### config.mk
export PLATFORM = sky130hd
export DESIGN_NAME = hwmq_ctrl
export DESIGN_NICKNAME = d
export VERILOG_FILES = /design/src/rtl/core/hwmq_pkg.sv /design/src/rtl/core/hwmq_ctrl.sv
export SDC_FILE = /design/constraint.sdc
export NUM_CORES = 1
export LEC_CHECK = 0
export BUFFER_PORTS_ARGS = -buffer_cell sky130_fd_sc_hd__buf_2
export CAP_MARGIN = 20
export CORE_MARGIN = 3
export CORE_UTILIZATION = 45
export CTS_BUF_LIST = sky130_fd_sc_hd__clkbuf_8
export DETAILED_ROUTE_END_ITERATION = 16
export PLACE_DENSITY = 0.74
export SYNTH_ARGS = -nofsm -noshare
export SYNTH_HDL_FRONTEND = slang
export SYNTH_SLANG_ARGS = --single-unit
### constraint.sdc
create_clock -name clk -period 8.2 [get_ports clk]
set_input_delay 0.82 -clock clk [delete_from_list [all_inputs] [get_ports clk]]
set_output_delay 0.82 -clock clk [all_outputs]
set_load 0.03 [all_outputs]
### src/rtl/core/hwmq_pkg.sv
// Shared types and constants for the histogram with mode query block.
// No dependencies; imported by hwmq_ctrl, histogram_with_mode_query and the testbench.
`timescale 1ns / 1ps

package hwmq_pkg;

    // Field widths of the stream words and config registers
    localparam int OPCODE_W      = 2;
    localparam int BIN_INDEX_W   = 9;
    localparam int MODE_STATE_W  = 9;
    localparam int MODE_COUNT_W  = 32;
    localparam int BINS_IN_USE_W = 9;
    localparam int CLEAR_VALUE_W = 16;
    localparam int CFG_DATA_W    = 16;
    localparam int S_TDATA_W     = 16;
    localparam int M_TDATA_W     = 48;

    // Operation codes carried in the input word
    typedef enum logic [OPCODE_W-1:0] {
        OP_RECORD = 2'd0,
        OP_CLEAR  = 2'd1,
        OP_QUERY  = 2'd2,
        OP_NOP    = 2'd3
    } opcode_t;

    // Config register indexes
    typedef enum logic {
        CFG_BINS_IN_USE = 1'b0,
        CFG_CLEAR_VALUE = 1'b1
    } cfg_index_t;

    // Live configuration handed to the sequencer
    typedef struct packed {
        logic [BINS_IN_USE_W-1:0] bins_in_use;
        logic [CLEAR_VALUE_W-1:0] clear_value;
    } cfg_t;

    // One result word
    typedef struct packed {
        logic                    status;
        logic [MODE_COUNT_W-1:0] mode_count;
        logic [MODE_STATE_W-1:0] mode_state;
    } result_t;

endpackage

### src/rtl/core/hwmq_ctrl.sv
// Sequencer: reset sweep, record read-modify-write, clear walk, query scan.
// Depends on hwmq_pkg; drives the write and read ports of hwmq_bin_mem.
`timescale 1ns / 1ps

module hwmq_ctrl
    import hwmq_pkg::*;
#(
    parameter int MAX_BINS    = 256,
    parameter int COUNT_WIDTH = 32
) (
    input  logic                         clk,
    input  logic                         rst_n,
    input  cfg_t                         cfg,
    input  logic                         in_valid,
    output logic                         in_ready,
    input  logic [OPCODE_W-1:0]          in_opcode,
    input  logic [BIN_INDEX_W-1:0]       in_bin_index,
    output logic                         res_valid,
    input  logic                         res_ready,
    output result_t                      res,
    output logic                         mem_wr_en,
    output logic [$clog2(MAX_BINS)-1:0]  mem_wr_addr,
    output logic [COUNT_WIDTH-1:0]       mem_wr_data,
    output logic                         mem_rd_en,
    output logic [$clog2(MAX_BINS)-1:0]  mem_rd_addr,
    input  logic [COUNT_WIDTH-1:0]       mem_rd_data
);

    localparam int AW = $clog2(MAX_BINS);
    localparam int NW = $clog2(MAX_BINS + 1);
    localparam int CW = (NW > BIN_INDEX_W) ? NW : BIN_INDEX_W;
    localparam int XW = (COUNT_WIDTH > CLEAR_VALUE_W) ? COUNT_WIDTH : CLEAR_VALUE_W;
    localparam logic [COUNT_WIDTH-1:0] CNT_MAX = {COUNT_WIDTH{1'b1}};

    typedef enum logic [5:0] {
        ST_INIT = 6'b000001,
        ST_IDLE = 6'b000010,
        ST_REC  = 6'b000100,
        ST_CLR  = 6'b001000,
        ST_QRY  = 6'b010000,
        ST_DONE = 6'b100000
    } state_t;

    state_t                 state_reg, state_next;
    logic [AW-1:0]          cnt_reg, cnt_next;
    logic [COUNT_WIDTH-1:0] best_cnt_reg, best_cnt_next;
    logic [NW-1:0]          best_state_reg, best_state_next;
    logic                   status_reg, status_next;

    logic [CW-1:0]          n_bins;
    logic [CW-1:0]          bins_ext;
    logic [CW-1:0]          idx_ext;
    logic [AW-1:0]          rec_addr;
    logic                   idx_bad;
    logic                   last_bin;
    logic [XW-1:0]          clr_ext;
    logic [COUNT_WIDTH-1:0] clr_val;
    logic                   accept;

    // Active bin count, capped at the table size
    assign bins_ext = CW'(cfg.bins_in_use);
    assign n_bins   = (bins_ext > CW'(MAX_BINS)) ? CW'(MAX_BINS) : bins_ext;

    // Record index check and zero-based address
    assign idx_ext  = CW'(in_bin_index);
    assign idx_bad  = (idx_ext == '0) || (idx_ext > n_bins);
    assign rec_addr = AW'(idx_ext - CW'(1));

    // Last active bin of a walk
    assign last_bin = (CW'(cnt_reg) == (n_bins - CW'(1)));

    // Clear value, saturated at the counter maximum
    assign clr_ext = XW'(cfg.clear_value);
    assign clr_val = (clr_ext > XW'(CNT_MAX)) ? CNT_MAX : COUNT_WIDTH'(clr_ext);

    assign in_ready = (state_reg == ST_IDLE);
    assign accept   = in_valid && in_ready;

    // Result presented in the done state
    assign res_valid       = (state_reg == ST_DONE);
    assign res.mode_state  = MODE_STATE_W'(best_state_reg);
    assign res.mode_count  = MODE_COUNT_W'(best_cnt_reg);
    assign res.status      = status_reg;

    // Next-state and memory port logic
    always_comb
    begin
        state_next      = state_reg;
        cnt_next        = cnt_reg;
        best_cnt_next   = best_cnt_reg;
        best_state_next = best_state_reg;
        status_next     = status_reg;
        mem_wr_en       = 1'b0;
        mem_wr_addr     = cnt_reg;
        mem_wr_data     = '0;
        mem_rd_en       = 1'b0;
        mem_rd_addr     = cnt_reg;

        case (state_reg)
            ST_INIT:
            begin
                // zero every entry once after reset
                mem_wr_en = 1'b1;
                if (cnt_reg == AW'(MAX_BINS - 1))
                begin
                    cnt_next   = '0;
                    state_next = ST_IDLE;
                end
                else
                begin
                    cnt_next = cnt_reg + AW'(1);
                end
            end

            ST_IDLE:
            begin
                if (accept)
                begin
                    best_cnt_next   = '0;
                    best_state_next = '0;
                    status_next     = 1'b0;
                    cnt_next        = '0;
                    case (opcode_t'(in_opcode))
                        OP_RECORD:
                        begin
                            if (idx_bad)
                            begin
                                status_next = 1'b1;
                                state_next  = ST_DONE;
                            end
                            else
                            begin
                                mem_rd_en   = 1'b1;
                                mem_rd_addr = rec_addr;
                                cnt_next    = rec_addr;
                                state_next  = ST_REC;
                            end
                        end
                        OP_CLEAR:
                        begin
                            state_next = (n_bins == '0) ? ST_DONE : ST_CLR;
                        end
                        OP_QUERY:
                        begin
                            if (n_bins == '0)
                            begin
                                state_next = ST_DONE;
                            end
                            else
                            begin
                                mem_rd_en   = 1'b1;
                                mem_rd_addr = '0;
                                state_next  = ST_QRY;
                            end
                        end
                        default:
                        begin
                            state_next = ST_DONE;
                        end
                    endcase
                end
            end

            ST_REC:
            begin
                // saturating increment of the fetched count
                mem_wr_en   = 1'b1;
                mem_wr_data = (mem_rd_data == CNT_MAX) ? CNT_MAX
                                                       : mem_rd_data + COUNT_WIDTH'(1);
                state_next  = ST_DONE;
            end

            ST_CLR:
            begin
                mem_wr_en   = 1'b1;
                mem_wr_data = clr_val;
                if (last_bin)
                begin
                    state_next = ST_DONE;
                end
                else
                begin
                    cnt_next = cnt_reg + AW'(1);
                end
            end

            ST_QRY:
            begin
                // data for bin cnt_reg arrives; strict compare keeps the first maximum
                if (mem_rd_data > best_cnt_reg)
                begin
                    best_cnt_next   = mem_rd_data;
                    best_state_next = NW'(cnt_reg) + NW'(1);
                end
                if (last_bin)
                begin
                    state_next = ST_DONE;
                end
                else
                begin
                    mem_rd_en   = 1'b1;
                    mem_rd_addr = cnt_reg + AW'(1);
                    cnt_next    = cnt_reg + AW'(1);
                end
            end

            ST_DONE:
            begin
                if (res_ready)
                begin
                    state_next = ST_IDLE;
                end
            end

            default:
            begin
                state_next = ST_INIT;
            end
        endcase
    end

    // Control state
    always_ff @(posedge clk or negedge rst_n)
    begin
        if (!rst_n)
        begin
            state_reg <= ST_INIT;
            cnt_reg   <= '0;
        end
        else
        begin
            state_reg <= state_next;
            cnt_reg   <= cnt_next;
        end
    end

    // Result payload
    always_ff @(posedge clk)
    begin
        best_cnt_reg   <= best_cnt_next;
        best_state_reg <= best_state_next;
        status_reg     <= status_next;
    end

endmodule

Word level (Yosys, flattened, before mapping):

Index checks and enable logic that the tools add are counted.

* bits in registers: 56
* bits of input ports: 72
* output and inout port bits: 94

* add/sub/neg operators: 5
* magnitude comparators: 4
* equal/unequal tests: 16
* muxes and demuxes: 38
* reduce and logical (&&, ||, !) cells: 13

Operators with widths (count)
* two-way mux 32 bit: 4
* case mux 32 bit (2 select lines): 2
* two-way mux 8 bit: 8
* two-way mux 6 bit: 7
* adder 32 x 1 -> 32 bit (second input constant): 1
* equality test 32 bit (second input constant): 1
* > comparator 16 x 32 -> 1 bit (second input constant): 1
* > comparator 32 bit: 1
* case mux 8 bit (2 select lines): 2
* case mux 6 bit (5 select lines): 1
* two-way mux 9 bit: 3
* case mux 8 bit (3 select lines): 1
* zero test 9 bit: 2
* case mux 6 bit (3 select lines): 1
* case mux 9 bit (2 select lines): 1
* adder 8 x 1 -> 9 bit (second input constant): 1
* equality test 8 x 9 -> 1 bit: 1
* > comparator 9 bit: 1
* > comparator 9 bit (second input constant): 1
* subtractor 9 x 1 -> 9 bit (second input constant): 1
* adder 8 x 1 -> 8 bit (second input constant): 1
* equality test 8 bit (second input constant): 1
* subtractor 8 x 1 -> 8 bit (second input constant): 1
* equality test 6 x 1 -> 1 bit (second input constant): 1
* other kinds (21): 31

Depth between registers and ports, before layout:

* depth after elaboration: 8
* gate-level depth with buffers: 14
* mapped depth without buffers: 11

Worst setup path before layout:

Ideal clock, no wire load.

* kind: input-to-output
* from: in cfg[24] (netlist bit)
* to: out mem_rd_addr[2]
* arrival time: 4.080 ns
* path slack: 3.300 ns
* stages: 13
* buffers on the path: 4
* cells stage by stage: clkbuf_1 -> inv_1 -> clkbuf_1 -> nand2_1 -> ha_1 -> clkbuf_1 -> nand4bb_1 -> a21oi_1 -> or3_1 -> o2111ai_1 -> o31ai_1 -> buf_4 -> o311ai_0

* cells in the longest elaborated chain, start to end: 8

RTL lines
* from (decl): line hwmq_ctrl.sv:13 `input cfg_t cfg,`
* > comparator 9 bit: line hwmq_ctrl.sv:62 `assign n_bins = (bins_ext > CW'(MAX_BINS)) ? CW'(MAX_BINS) : bins_ext;`
* two-way mux 9 bit (*): line hwmq_ctrl.sv:62
* > comparator 9 bit: line hwmq_ctrl.sv:66 `assign idx_bad = (idx_ext == '0) || (idx_ext > n_bins);`
* logical OR 1 bit: line hwmq_ctrl.sv:66
* two-way mux 8 bit: line hwmq_ctrl.sv:126 `if (idx_bad)`
* case mux 8 bit (2 select lines): line hwmq_ctrl.sv:123 `case (opcode_t'(in_opcode))`
* two-way mux 8 bit: line hwmq_ctrl.sv:117 `if (accept)`
* case mux 8 bit (2 select lines) (*): line hwmq_ctrl.sv:99 `case (state_reg)`
* to (decl): line hwmq_ctrl.sv:25 `output logic [$clog2(MAX_BINS)-1:0] mem_rd_addr,`

Mark *: on every way between the ends. The rest lies on a longest branch, timed or not.

Final worst setup path:

* from: in cfg[24] (netlist bit)
* to: out mem_rd_addr[3]

The elaborated chain is that of the path after synthesis.

==> impl_metrics.env <==
export IMPL_path_clk_slew_ns=0.10
export IMPL_seq_area_um2=1610
export IMPL_hold_viol_final=0
export IMPL_synth_fa_ha_area_frac=0.103
export IMPL_slew_violations=0
export IMPL_max_clock_freq_ghz=0.179
export IMPL_dr_pass1_iters=6
export IMPL_ctsHoldBuffers=0
export IMPL_cts_tree="built"
export IMPL_final_area_um2=6410
export IMPL_drc=0
export IMPL_multi_input_area_um2=3470
export IMPL_p_leak_nw=3.13
export IMPL_max_slew_margin=0.324
export IMPL_drt_iter0_markers=571
export IMPL_ir_drop_mv=0.106
export IMPL_antennaDiodeCount=0
export IMPL_synth_seq_cells=56
export IMPL_clk_latency_ns=0.33
export IMPL_setup_viol=0
export IMPL_critPathKind="in -> out"
export IMPL_synthFlopType="edfxtp_1"
export IMPL_whs_ns=0.378
export IMPL_arrival_ns=4.75
export IMPL_synth_compound_area_frac=0.204
export IMPL_rsz0062_at_grt="false"
export IMPL_dpl_instance_area_um2=6330
export IMPL_ys_types=72
export IMPL_rr_worst_depth=8
export IMPL_crit_path_max_fanout=12
export IMPL_n_fill_cell=1080
export IMPL_fp_coreArea_um2=11600
export IMPL_syn_cell_area_um2=5440
export IMPL_detail_route_wl_per_cell_um=18.0
export IMPL_antenna_found_initial=0
export IMPL_slowest_stage="o31ai_1"
export IMPL_grt_pass1_wl_mm=26.5
export IMPL_ys_async_sr_fraction=0.250
export IMPL_synth_xor_area_share=0.0724
export IMPL_clockBufferDepth=2
export IMPL_initial_core_util=0.469
export IMPL_place_detailed_hpwl_mm=13.3
export IMPL_r2r_setup_slack_ns=4.32
export IMPL_final_common_cell="buf_2"
export IMPL_synth_simple_gate_area_frac=0.246
export IMPL_worstSetupStartpointType="input port"
export IMPL_required_ns=7.38
export IMPL_p_per_area_nw_per_um2=181
export IMPL_viasPerCell=5.96
export IMPL_synth_top_family_by_area="simple AND/OR/NAND/NOR gates"
export IMPL_max_cap_viol_count=0
export IMPL_ant_nets=0
export IMPL_rows=39
export IMPL_worstHoldPathType="in -> async"
export IMPL_drt_total_wl_mm=16.9
export IMPL_end_kind="output port"
export IMPL_numPortBuffers=165
export IMPL_outcome="finished clean"
export IMPL_synth_cells=653
export IMPL_synth_edf_count=42
export IMPL_fin_setup_tns_ns=0
export IMPL_die_area_um2=13500
export IMPL_die_width_um=116
export IMPL_worst_r2r_endpoint="best_state_reg[4]$_SDFFCE_PN0P_"
export IMPL_muxShareOfSynthArea=0.00943
export IMPL_gp_congestion=0.922
export IMPL_syn2layout_area_growth_pct=17.8
export IMPL_syn_nets=770
export IMPL_finalPower_mw=1.16
export IMPL_cp_cell_sequence="buf_2, inv_1, nand2_1, ha_1, nor2b_1, o32a_1, nor4_1, o2111ai_1, o31ai_1, buf_4, mux2i_1, a21o_1, buf_2"
export IMPL_fin_crit_ns=5.57
export IMPL_ys_warn_count=0
export IMPL_rr_startpoint="state_reg[3]$_DFFE_PN0P_"
export IMPL_grt_max_degree=35
export IMPL_num_vias=5571
export IMPL_fin_nets=908
export IMPL_die_h_um=116
export IMPL_cts_buffers=5
export IMPL_period_share=0.679
export IMPL_crit_path_frequent_cell="buf_2"
export IMPL_skew_ns=0.00860
export IMPL_clockRootBuffer="clkbuf_8"
export IMPL_ctsResizeCount=0
export IMPL_final_layout_size_suffix_gt1_frac=0.235
export IMPL_ys_seq_area_frac=0.296
export IMPL_most_common_layout_cells="165 x buf_2, 58 x inv_1, 54 x nor2_1"
export IMPL_cts_htree_levels=2
export IMPL_syn_avg_cell_area_um2=8.33
export IMPL_grt_use_total=0.245
export IMPL_largest_register_ffs=32
export IMPL_final_core_util=0.552
export IMPL_grt_pass1_vias=5184
export IMPL_io_pin_count=166
export IMPL_worst_pin_slew_ns=1.01
export IMPL_cp_slowest_stage_delay_ns=0.96
export IMPL_postCtsSetupBuffers=0
export IMPL_grt_overflow=0
export IMPL_cts_sinks=56
-- power breakdown --
| part | leakage [nW] | switching (mW) | internal (mW) |
|---|---|---|---|
| sequential | 0.569 | 0.0758 | 0.342 |
| combinational | 2.51 | 0.371 | 0.218 |
| clock | 0.0507 | 0.0939 | 0.0589 |
-- cells in the mapped netlist, drive strengths merged (7+ instances only) --
master	n	area, µm²
nor4	9	62.6
and3	8	55.1
nor2b	7	43.8
and2	32	200
o21ai	19	98.8
ha	45	563
edfxtp	42	1260
inv	56	210
nand2b	7	43.8
clkbuf	32	120
xnor2	23	201
nand3	20	100
o211ai	10	75.1
dfrtp	13	325
nand4	18	113
nand2	43	161
or3	7	43.8
or4	7	52.6
nor3	17	96.4
xor2	22	193
a21o	25	188
nor2	54	203
a21oi	49	245
-- metrics by stage --
stage          std cells  setup WS, ns
2_1_floorplan        653          3.30
3_3_place_gp         927          2.89
3_5_place_dp         927          2.74
4_1_cts              935          2.73
5_1_grt              935          2.41
6_report             935          2.63
-- cell families (layout without fill, tap and decap cells) --
group / count (synthesis) / in the layout
xor gates and xnor gates: 45 / 45
adders and majority gates: 45 / 45
buffers and inverters: 94 / 233
and+or+nand+nor: 248 / 248
muxes: 5 / 5
AOI/OAI and AO/OA: 160 / 160
DFF: 56 / 56
-- routing by layer --
metal / vias to the layer above / routed length, µm / GRT usage
met4: 0 / 410 / 0.0789
met5: - / 0 / 0
met3: 33 / 1170 / 0.0360
li1: 2663 / - / -
met2: 250 / 8090 / 0.418
met1: 2625 / 7200 / 0.320
-- final cells by class --
cell class / count / area share
sequential: 56 / 0.251
clock inverter: 3 / 0.00254
inverter: 56 / 0.0328
timing repair buffer: 169 / 0.133
multi-input combinational: 503 / 0.541
tap: 143 / 0.0279
clock buffer: 5 / 0.0107
-- worst max-delay path, delay by kind of cell --
family                     cells  cell delay [ns]
buffers and inverters          4             0.96
adders and majority gates      1             0.35
AOI/OAI and AO/OA              4             1.80
and+or+nand+nor                3             0.65
muxes                          1             0.18
-- worst max-delay path by stage --
| stage | startpoint | to | slack [ns] | cells after the start |
|---|---|---|---|---|
| after floorplan | cfg[24] | mem_rd_addr[2] | 3.30 | 13 |
| after global placement | cfg[24] | mem_rd_addr[3] | 2.89 | 13 |
| after detailed placement | cfg[24] | mem_rd_addr[3] | 2.74 | 13 |
| after CTS | cfg[24] | mem_rd_addr[3] | 2.73 | 13 |
| after global routing | cfg[24] | mem_rd_addr[3] | 2.41 | 13 |
| final | cfg[24] | mem_rd_addr[3] | 2.63 | 13 |
No activity file was read; power rests on OpenSTA's default activity.
